[src/design/nrte_pkg.sv]
`default_nettype none
package nrte_pkg;
  localparam int NODES = 30;
  localparam logic [7:0] NO_METRIC = 8'd255;
  localparam logic [7:0] MAX_GOOD_METRIC = 8'd15;

  localparam logic [2:0] CMD_INIT   = 3'd0;
  localparam logic [2:0] CMD_BEACON = 3'd1;
  localparam logic [2:0] CMD_REMOVE = 3'd2;
  localparam logic [2:0] CMD_LOOKUP = 3'd3;
  localparam logic [2:0] CMD_RIP    = 3'd4;
  localparam logic [2:0] CMD_TIDY   = 3'd5;
  localparam logic [2:0] CMD_DROP   = 3'd6;
  localparam logic [2:0] CMD_QUERY  = 3'd7;

  localparam logic [0:0] CFG_OWN_ID    = 1'd0;
  localparam logic [0:0] CFG_BROADCAST = 1'd1;

  // Operation held for a table sweep and given to every route cell.
  typedef struct packed {
    logic [2:0] op;
    logic [4:0] id;
    logic [4:0] own;
    logic       nb_ok;
  } sweep_t;

  // One route entry as it moves from cell to cell.
  typedef struct packed {
    logic       valid;
    logic [7:0] hop;
    logic [7:0] metric;
  } route_t;
endpackage
`default_nettype wire

[src/design/neighbor_route_table_engine.sv]
`default_nettype none
// Routing table for up to 30 node ids kept as a ring of route cells.
// Init, beacon, remove, tidy and the last RIP entry of a packet from a
// neighbor rotate the ring once, one entry per cycle, in ST_SWEEP and then
// post their result word via ST_DONE; lookup, query, drop, other RIP entries
// and commands rejected for a bad id go straight to ST_DONE. The single route
// cell read and written at the ring head sets the rate. The result word waits
// in an output register; the next word is accepted the cycle after it is taken.
module neighbor_route_table_engine (
  input  wire logic        clk,
  input  wire logic        rst,
  input  wire logic        s_tvalid,
  output logic             s_tready,
  // tdata: command[2:0], node_id[7:3], neighbor_bitmap[39:8], rip_dst[47:40],
  // rip_metric[55:48]
  input  wire logic [55:0] s_tdata,
  input  wire logic        s_tlast,   // rip_last
  output logic             m_tvalid,
  input  wire logic        m_tready,
  // tdata: route_hop[7:0], is_neighbor[8], id_error[9], zero fill [15:10]
  output logic [15:0]      m_tdata,
  input  wire logic        cfg_valid,
  output logic             cfg_ready,
  input  wire logic [0:0]  cfg_index,
  input  wire logic [7:0]  cfg_data
);
  localparam int N = nrte_pkg::NODES;
  localparam logic [1:0] ST_IDLE = 2'd0;
  localparam logic [1:0] ST_SWEEP = 2'd1;
  localparam logic [1:0] ST_DONE = 2'd2;

  logic [1:0]  state;
  logic [4:0]  own_id;
  logic [7:0]  bcast;
  logic [31:0] nmap;
  logic [N-1:0] seen;
  logic [7:0]  rbuf [N];
  logic [4:0]  cnt;
  logic [4:0]  head;
  nrte_pkg::sweep_t sw;
  logic [31:0] bmap;
  nrte_pkg::route_t ring [N];
  nrte_pkg::route_t rin [N];
  logic        shift;
  logic [9:0]  res;
  logic        out_full;

  logic [2:0]  cmd;
  logic [4:0]  nid;
  logic [7:0]  rdst;
  logic [7:0]  rmet;
  logic        id_ok, own_ok, dst_ok;
  logic [4:0]  nidx, didx;

  assign cmd  = s_tdata[2:0];
  assign nid  = s_tdata[7:3];
  assign rdst = s_tdata[47:40];
  assign rmet = s_tdata[55:48];
  assign id_ok  = nid >= 5'd1 && nid <= 5'(N);
  assign own_ok = own_id >= 5'd1 && own_id <= 5'(N);
  assign dst_ok = rdst >= 8'd1 && rdst <= 8'(N);
  assign nidx = nid - 5'd1;
  assign didx = rdst[4:0] - 5'd1;

  assign s_tready  = state == ST_IDLE && !out_full;
  assign cfg_ready = state == ST_IDLE;
  assign m_tvalid  = out_full;
  assign m_tdata   = {6'd0, res};
  assign shift     = state == ST_SWEEP;

  // Ring: entry i moves to slot i-1; slot 0 wraps to slot N-1 through the
  // active head cell, which thus sees destinations in order 1..N.
  for (genvar g = 0; g < N; g++) begin : g_ring
    if (g == N - 1) begin : g_w
      assign rin[g] = ring[0];
    end else begin : g_s
      assign rin[g] = ring[g+1];
    end
    nrte_cell u_cell (
      .clk(clk), .rst(rst), .shift(shift), .apply(g == N - 1), .sw(sw),
      .pos(head + 5'd1),
      .bm_bit(bmap[head]), .nb_bit(nmap[head]), .seen_bit(seen[head]),
      .buf_metric(rbuf[head]), .din(rin[g]), .dout(ring[g]));
  end

  always_ff @(posedge clk) begin
    if (rst) begin
      state <= ST_IDLE;
      own_id <= 5'd1;
      bcast <= 8'd255;
      nmap <= '0;
      seen <= '0;
      out_full <= 1'b0;
      cnt <= '0;
      head <= '0;
    end else begin
      if (m_tvalid && m_tready) out_full <= 1'b0;
      if (cfg_valid && cfg_ready) begin
        unique case (cfg_index)
          nrte_pkg::CFG_OWN_ID:    own_id <= cfg_data[4:0];
          nrte_pkg::CFG_BROADCAST: bcast <= cfg_data;
          default: ;
        endcase
      end
      unique case (state)
        ST_IDLE: begin
          if (s_tvalid && s_tready) begin
            res <= '0;
            state <= ST_DONE;
            sw.op <= cmd;
            sw.id <= nid;
            sw.own <= own_id;
            sw.nb_ok <= nmap[nidx];
            bmap <= s_tdata[39:8];
            cnt <= '0;
            head <= '0;
            if (cmd == nrte_pkg::CMD_INIT) begin
              if (!own_ok) res[9] <= 1'b1;
              else begin
                nmap <= 32'd1 << (own_id - 5'd1);
                state <= ST_SWEEP;
              end
            end else if (cmd == nrte_pkg::CMD_TIDY) begin
              state <= ST_SWEEP;
            end else if (!id_ok) begin
              res[9] <= 1'b1;
            end else begin
              unique case (cmd)
                nrte_pkg::CMD_BEACON, nrte_pkg::CMD_REMOVE: state <= ST_SWEEP;
                nrte_pkg::CMD_LOOKUP: res[7:0] <= ring[nidx].valid ?
                                                  ring[nidx].hop : bcast;
                nrte_pkg::CMD_RIP: begin
                  if (dst_ok && !seen[didx]) begin
                    rbuf[didx] <= rmet;
                  end
                  if (s_tlast) begin
                    if (nmap[nidx]) begin
                      state <= ST_SWEEP;
                      if (dst_ok) seen[didx] <= 1'b1;
                    end else seen <= '0;
                  end else if (dst_ok) seen[didx] <= 1'b1;
                end
                nrte_pkg::CMD_DROP: nmap[nidx] <= 1'b0;
                nrte_pkg::CMD_QUERY: res[8] <= nmap[nidx];
                default: ;
              endcase
            end
          end
        end
        ST_SWEEP: begin
          head <= head + 5'd1;
          cnt <= cnt + 5'd1;
          if (cnt == 5'(N - 1)) begin
            state <= ST_DONE;
            if (sw.op == nrte_pkg::CMD_RIP) seen <= '0;
            if (sw.op == nrte_pkg::CMD_BEACON) nmap[sw.id - 5'd1] <= 1'b1;
          end
        end
        ST_DONE: begin
          out_full <= 1'b1;
          state <= ST_IDLE;
        end
        default: state <= ST_IDLE;
      endcase
    end
  end

`ifndef SYNTHESIS
  a_no_accept_sweep: assert property (@(posedge clk) disable iff (rst)
    state == ST_SWEEP |-> !s_tready) else $error("accept during sweep");
  a_done_out: assert property (@(posedge clk) disable iff (rst)
    state == ST_DONE |=> m_tvalid) else $error("result not posted");
  a_cnt_range: assert property (@(posedge clk) disable iff (rst)
    state == ST_SWEEP |-> cnt < 5'(N)) else $error("sweep overrun");
`endif
endmodule
`default_nettype wire

[src/design/nrte_cell.sv]
`default_nettype none
// One slot of the rotating route ring. Each sweep cycle the entry shifts one
// place; the cell at the ring head applies the current command to the entry it
// hands on, so after NODES shifts every entry has been visited once.
module nrte_cell (
  input  wire logic             clk,
  input  wire logic             rst,
  input  wire logic             shift,
  input  wire logic             apply,
  input  wire nrte_pkg::sweep_t sw,
  input  wire logic [4:0]       pos,
  input  wire logic             bm_bit,
  input  wire logic             nb_bit,
  input  wire logic             seen_bit,
  input  wire logic [7:0]       buf_metric,
  input  wire nrte_pkg::route_t din,
  output nrte_pkg::route_t      dout
);
  nrte_pkg::route_t ent;
  nrte_pkg::route_t ent_next;
  nrte_pkg::route_t clr;

  assign dout = ent;

  always_comb begin
    clr.valid  = 1'b0;
    clr.hop    = 8'd0;
    clr.metric = nrte_pkg::NO_METRIC;
    ent_next   = din;
    if (apply) begin
      unique case (sw.op)
        nrte_pkg::CMD_INIT: begin
          if (pos == sw.own) begin
            ent_next.valid  = 1'b1;
            ent_next.hop    = {3'd0, sw.own};
            ent_next.metric = 8'd0;
          end else begin
            ent_next = clr;
          end
        end
        nrte_pkg::CMD_TIDY: begin
          if (din.valid && (din.hop > 8'(nrte_pkg::NODES) ||
              (din.metric > nrte_pkg::MAX_GOOD_METRIC &&
               din.metric != nrte_pkg::NO_METRIC)))
            ent_next = clr;
        end
        nrte_pkg::CMD_BEACON: begin
          if (pos == sw.id && !sw.nb_ok) begin
            ent_next.valid  = 1'b1;
            ent_next.hop    = {3'd0, sw.id};
            ent_next.metric = 8'd1;
          end else if (bm_bit && !nb_bit) begin
            ent_next.valid  = 1'b1;
            ent_next.hop    = {3'd0, sw.id};
            ent_next.metric = 8'd2;
          end
        end
        nrte_pkg::CMD_REMOVE: begin
          if (din.hop == {3'd0, sw.id}) ent_next = clr;
        end
        nrte_pkg::CMD_RIP: begin
          if (!din.valid && seen_bit && din.hop != {3'd0, sw.own}) begin
            ent_next.valid  = 1'b1;
            ent_next.hop    = {3'd0, sw.id};
            ent_next.metric = buf_metric + 8'd1;
          end else if (din.valid && !seen_bit && din.hop == {3'd0, sw.id}) begin
            ent_next = clr;
          end
        end
        default: ent_next = din;
      endcase
    end
  end

  always_ff @(posedge clk) begin
    if (rst) ent <= {1'b0, 8'd0, nrte_pkg::NO_METRIC};
    else if (shift) ent <= ent_next;
  end
endmodule
`default_nettype wire

[config.mk]
export PLATFORM = sky130hd
export DESIGN_NAME = neighbor_route_table_engine
export DESIGN_NICKNAME = d
export VERILOG_FILES = /design/src/design/nrte_pkg.sv /design/src/design/neighbor_route_table_engine.sv /design/src/design/nrte_cell.sv
export SDC_FILE = /design/constraint.sdc
export NUM_CORES = 2
export LEC_CHECK = 0
export ABC_AREA = 1
export BUFFER_PORTS_ARGS = -buffer_cell sky130_fd_sc_hd__buf_2
export CORE_ASPECT_RATIO = 1.25
export CORE_MARGIN = 5
export CORE_UTILIZATION = 63
export DETAILED_ROUTE_END_ITERATION = 12
export PLACE_DENSITY_LB_ADDON = 0.15
export SYNTH_ARGS = -nofsm -noshare
export SYNTH_HDL_FRONTEND = slang
export SYNTH_SLANG_ARGS = --single-unit
[constraint.sdc]
create_clock -name clk -period 6.6 [get_ports clk]
set_input_delay 0.66 -clock clk [delete_from_list [all_inputs] [get_ports clk]]
set_output_delay 0.66 -clock clk [all_outputs]
set_load 0.03 [all_outputs]
-- After elaboration in Yosys (flattened, before gate mapping)
Memories as Yosys holds them, arrays and structs flattened. A register that Yosys moved wholly into a read port is not among the register bits.
Index checks and enable logic that the tools add are counted.
- output and inout port bits: 19
- register bits after elaboration: 654
- memories: 1
- input bits: 71
- RAM bits: 240
- eq/ne operators: 31
- shifts and indexed selects: 1
- muxes and demuxes: 81
- reductions and logical operators: 41
- add/sub/neg operators: 7
- bitwise logic cells: 10
- magnitude comparators: 16
- memory list (memory ; words ; width ; rd ports ; clocked after Yosys merged registers in ; wr ports ; RTL line ; text):
    rbuf ; 30 ; 8 ; 1 ; 1 ; 1 ; neighbor_route_table_engine.sv:37 ; logic [7:0] rbuf [N];
- operators by type and width (operator ; number):
    2-to-1 mux 30 bit ; 10
    2-to-1 mux 32 bit ; 8
    2-to-1 mux 17 bit ; 9
    binary-select mux 17 bit (select 5 bit) ; 1
    one-hot mux 17 bit (5 select lines) ; 1
    one-hot mux 32 bit (2 select lines) ; 1
    one-hot mux 30 bit (2 select lines) ; 1
    bitwise AND 32 bit ; 1
    NOT 32 bit ; 1
    bitwise OR 32 bit ; 1
    left shift 1 x 5 -> 32 bit, first input constant ; 1
    bitwise OR 30 bit ; 1
    binary-select mux 1 bit (select 5 bit) ; 5
    >= comparator 5 x 1 -> 1 bit, second input constant ; 5
    < comparator 5 x 6 -> 1 bit, second input constant ; 4
    2-to-1 mux 1 bit ; 23
    one-hot mux 5 bit (2 select lines) ; 2
    subtractor 5 x 1 -> 5 bit, second input constant ; 4
    logical AND 1 bit ; 19
    == test 3 bit, second input constant ; 6
    2-to-1 mux 2 bit ; 8
    2-to-1 mux 8 bit ; 2
    AND reduction 8 bit ; 2
    demux 1 bit (select 5 bit) ; 3
    other kinds (36) ; 68

-- Longest topological paths before layout
- depth in word-level cells: 15
- mapped depth: 21
- depth with buffers taken out: 19

-- By module
From an unflattened synthesis, not the netlist that was laid out.
- cells, all modules: 13940
- area, all modules: 81884.8 sq um
- modules (own cells, without submodules) (module ; sequential area each (sq um) ; cells each ; area each (sq um) ; instances):
    nrte_cell at g_ring[0].u_cell ... ; 340.3 ; 383 ; 2055.7 ; 29
    neighbor_route_table_engine ; 10750.3 ; 2440 ; 20225.6 ; 1
    nrte_cell at g_ring[5].u_cell ; 340.3 ; 393 ; 2043.2 ; 1

-- Worst setup path before layout
No wires, ideal clock.
- path type: reg-to-reg
- from: register state[1]
- to: memory rbuf[1][0] (enable)
- buffers on the path: 1
- stages on the path, launching flop included: 11
- data arrival time: 4.857 ns
- path slack: 1.359 ns
- data required time: 6.217 ns
- period minus slack after synthesis: 5.241 ns
- cells stage by stage: dfxtp_1 > nor2_4 > inv_2 > nor2_4 > nand2_1 > nor2_1 > nand4_1 > a21oi_1 > nand4_2 > buf_6 > nor3_1
- cells in the longest elaborated chain, start to end: 7
- RTL lines (item ; RTL line ; text):
    start: declaration ; neighbor_route_table_engine.sv:32 ; logic [1:0] state;
    start signal: assignment ; neighbor_route_table_engine.sv:88 ; state <= ST_IDLE;
    start signal: assignment ; neighbor_route_table_engine.sv:109 ; state <= ST_DONE;
    start signal: assignment ; neighbor_route_table_engine.sv:121 ; state <= ST_SWEEP;
    logical NOT 2 bit ; - ;
    via cfg_ready ; neighbor_route_table_engine.sv:23 ; output logic cfg_ready,
    logical AND 1 bit ; neighbor_route_table_engine.sv:65 ; assign s_tready = state == ST_IDLE && !out_full;
    via s_tready ; neighbor_route_table_engine.sv:13 ; output logic s_tready,
    logical AND 1 bit ; neighbor_route_table_engine.sv:107 ; if (s_tvalid && s_tready) begin
    2-to-1 mux 1 bit ; neighbor_route_table_engine.sv:107 ;
    2-to-1 mux 1 bit ; neighbor_route_table_engine.sv:105 ; unique case (state)
    2-to-1 mux 1 bit ; neighbor_route_table_engine.sv:87 ; if (rst) begin
    2-to-1 mux 1 bit (not written as such) ; neighbor_route_table_engine.sv:134 ; rbuf[didx] <= rmet;
    end: declaration ; neighbor_route_table_engine.sv:37 ;
The timed path passes the listed nets, and every way through them passes these cells.

-- Worst setup path in the final report
- from: register state[1]
- to: memory rbuf[21][0] (enable)
- cells in the longest elaborated chain, start to end: 7
- RTL lines (item ; RTL line):
    logical NOT 2 bit (*) ; neighbor_route_table_engine.sv:65, neighbor_route_table_engine.sv:105
    logical AND 1 bit ; neighbor_route_table_engine.sv:65
    logical AND 1 bit ; neighbor_route_table_engine.sv:107
    2-to-1 mux 1 bit ; neighbor_route_table_engine.sv:107
    2-to-1 mux 1 bit (*) ; neighbor_route_table_engine.sv:105
    2-to-1 mux 1 bit (*) ; neighbor_route_table_engine.sv:87
    2-to-1 mux 1 bit (not written as such) (*) ; neighbor_route_table_engine.sv:134
Mark *: on every way between the ends. The rest lies on a longest branch, timed or not.

==> results by group <==
Die
  – Core area: 60800 um^2
  – Ports: 90
  – Die area: approximately 66000 um^2
  – Die H: 287 um
  – Row cnt: 101
  – Die Wd: 232 um
  – Initial Util: 63.6%

Route
  – Antenna-violating nets left: 0
  – Vias per inst: approximately 5.8
  – Routed wire length per instance: 17.3 um
  – DRC viols: 0
  – First DRT Iteration DRCs: 3233
  – First-pass DRT Iterations: 5
  – Via count: 32600
  – Routed WL: 97.5 mm

Clock network
  – Clock transition at the registers of the reported paths: 60 ps
  – CTS resizes: 0
  – Hold buffer count at cts: 0
  – Clk_lat worst skew: 650 ps
  – CTS Buffer Depth: 3
  – Post-CTS setup repair buffer count: 0
  – Clk sinks: approximately 900
  – H-tree Lvls: 3
  – CTS tree: done
  – Root Buffer: clkbuf_16
  – CTS Buf Count: 86

Worst setup path
  – Reg2Reg Depth: 11
  – Critical Path End Type: flop
  – Crit Path Category: flop to flop
  – Worst setup SP type: flop
  – Max FO, Critical Path: 57
  – Worst endpoint required time: 6850 ps
  – Arr. time, crit path: approximately 4300 ps

Min path
  – Hold Path Cell Cnt: 1
  – Hold Path Class: input port to flop

Timing
  – Final TNS setup: 0 ps
  – Relative max-transition margin: 16.4%
  – Hold Slack: 203 ps
  – Fmax: 0.245 GHz
  – Worst Tran Pin Value: 1240 ps
  – Period utilization: 61.9%
  – Period minus WS final: 4090 ps
  – RSZ-0062 raised after global routing: no
  – Final hold vios: 0
  – Final Max Tran Viols: 0
  – Clock Skew: 29.6 ps
  – Final setup violation count: 0

Logic synthesis
  – Synthesized cell area: ~39000 um^2
  – Synth Flop Type: dfxtp_1
  – Yosys warns: 0
  – Async set-or-reset flop fraction in the synthesized netlist: 0%
  – Syn Inst Count: 4835
  – Avg Cell Area, Syn: 8.00 um^2
  – Seq cells post-synth: about 900
  – Sequential area share after synthesis: 54.2%
  – Post-synth cell types: 54
  – Number of flops mapped to enable cells by yosys: a little under 300

Power and ir drop
  – Seq pwr share: 47.8%
  – Sw power: 3820 uW
  – Pint: 9810 uW
  – Leakage: 0.0175 uW
  – Comb pwr share: 14.6%
  – Clock power share: a little under two fifths
  – Maximum VDD drop: 0.000239 V
  – PwrDens: between 300 and 400 nW/um^2
  – Net Sw Frac: between 20% and 30%

Global route
  – Largest net degree at the start of global routing: 249
  – GRT Resource Usage Total: ~28%
  – Initial antenna violation count: 2
  – Global route overflow: 0
  – Vias in the first global route: approximately 30000
  – Global-route wire length before repair: 156 mm

Placed design
  – Placer congestion estimate: 0.962
  – I/O Buffers: 83
  – Placed Instances: 5459
  – Post-DP HPWL: roughly 60 mm

Finish
  – Most frequent cells in the layout: 1174 x nand2_1, 725 x nor2_1, 601 x dfxtp_1
  – Finished Layout Cells: around 5600
  – Footprint of the multi-input gates: 15600 um^2
  – Commonest non-fill, non-tap cell in the layout: nand2_1
  – Final #Nets: about 4800
  – Ratio of cells with drive above 1 in the final layout: 7.36%
  – Fillers: 4938
  – FF/Latch Area: ~21000 um^2
  – Area Overhead vs Synth: 8.62%

Job
  – MaxCap Viol Count: 0

Status
  – Status: complete, no violations
==> routing by layer <==
layer | vias up | wire (um) | GRT usage (%)
li1 | 15900 | - | -
met1 | 15100 | 40000 | 37.6
met2 | 1300 | 46600 | 47.3
met3 | 277 | 6700 | 3.73
met4 | 2 | 4270 | 12.7
met5 | - | 7 | 0
==> sequential cells by signal, summed over array words and instances, names as in the netlist, named ones only <==
name,flops
seen,30
own_id,5
nmap,32
head,5
res,10
state,2
sw,14
bcast,8
g_ring.u_cell.dout,510
bmap,32
cnt,5
m_tvalid,1
rbuf,240
==> Yosys cell counts, types with 26 or more instances <==
master    instances  area [um^2]
buf_2            73          365
nand2_1        1174         4410
edfxtp_1        296         8890
nor3_2           28          280
o22ai_1          88          551
inv_1           172          646
o21ai_0         498         2490
a22oi_1          26          195
clkbuf_1        217          815
dfxtp_1         603        12100
nand3_1         510         2550
a21oi_1         194          971
nor2_1          727         2730
==> power by group through the flow <==
stage	Combinational [uW]	Sequential [uW]	Clock, uW
2_1_floorplan	1520	6530	0
3_3_place_gp	1940	6620	0
3_5_place_dp	1970	6630	0
4_1_cts	1980	6520	5180
5_1_grt	2260	6570	5430
6_report	2000	6520	5120
==> logic make-up (layout without fill, tap and decap cells) <==
family          Yosys count  in the layout  share of synthesized area (%)
compound gates          865            865                           11.9
xor+xnor                 17             17                          0.472
other cells               1              7                        0.00970
buf+inv                 522            477                           5.63
fa+ha+maj                16             16                          0.518
simple gates           2515           2515                           27.2
flops                   899            899                           54.2
==> per-stage QoR <==
stage	setup WS (ps)	cell area, um^2	utilization (%)	total power, uW
2_1_floorplan	1360	38700	-	8050
6_report	2510	42000	69.1	13600
5_1_grt	2160	42000	69.1	14300
3_3_place_gp	2120	39000	64.2	8560
3_5_place_dp	1960	39000	64.2	8600
4_1_cts	2540	42000	69.1	13700
==> path summary, 6_finish.rpt <==
| kind | startpoint | to | slack, ps |
|---|---|---|---|
| min reg2reg | g_ring[22].u_cell.dout[5] | g_ring[22].u_cell.dout[5] | 450 |
| min | s_tdata[21] | bmap[13] | 200 |
| max reg2reg | state[1] | rbuf[21][0] | 2510 |
| max | state[1] | rbuf[21][0] | 2510 |
==> layout make-up <==
| type | count | share of cell area (%) |
|---|---|---|
| inverter | 199 | 1.83 |
| timing repair buffer | 118 | 1.68 |
| clock inverter | 37 | 1.08 |
| sequential | 899 | 49.9 |
| multi-input combinational | 3419 | 37.1 |
| antenna | 1 | 0.00596 |
| clock buffer | 123 | 5.96 |
| tap | 824 | 2.45 |
==> worst max-delay path, stage by stage (launching register included) <==
cell and delay [ps]:
dfxtp_1 370, nor2_4 170, inv_2 110, nor2_4 100
nand2_1 140, nor2_4 100, buf_4 610, nand4_1 210
a21oi_1 210, nand4_2 380, buf_4 380, nor3_1 920
Power figures use the tool's default switching activity.
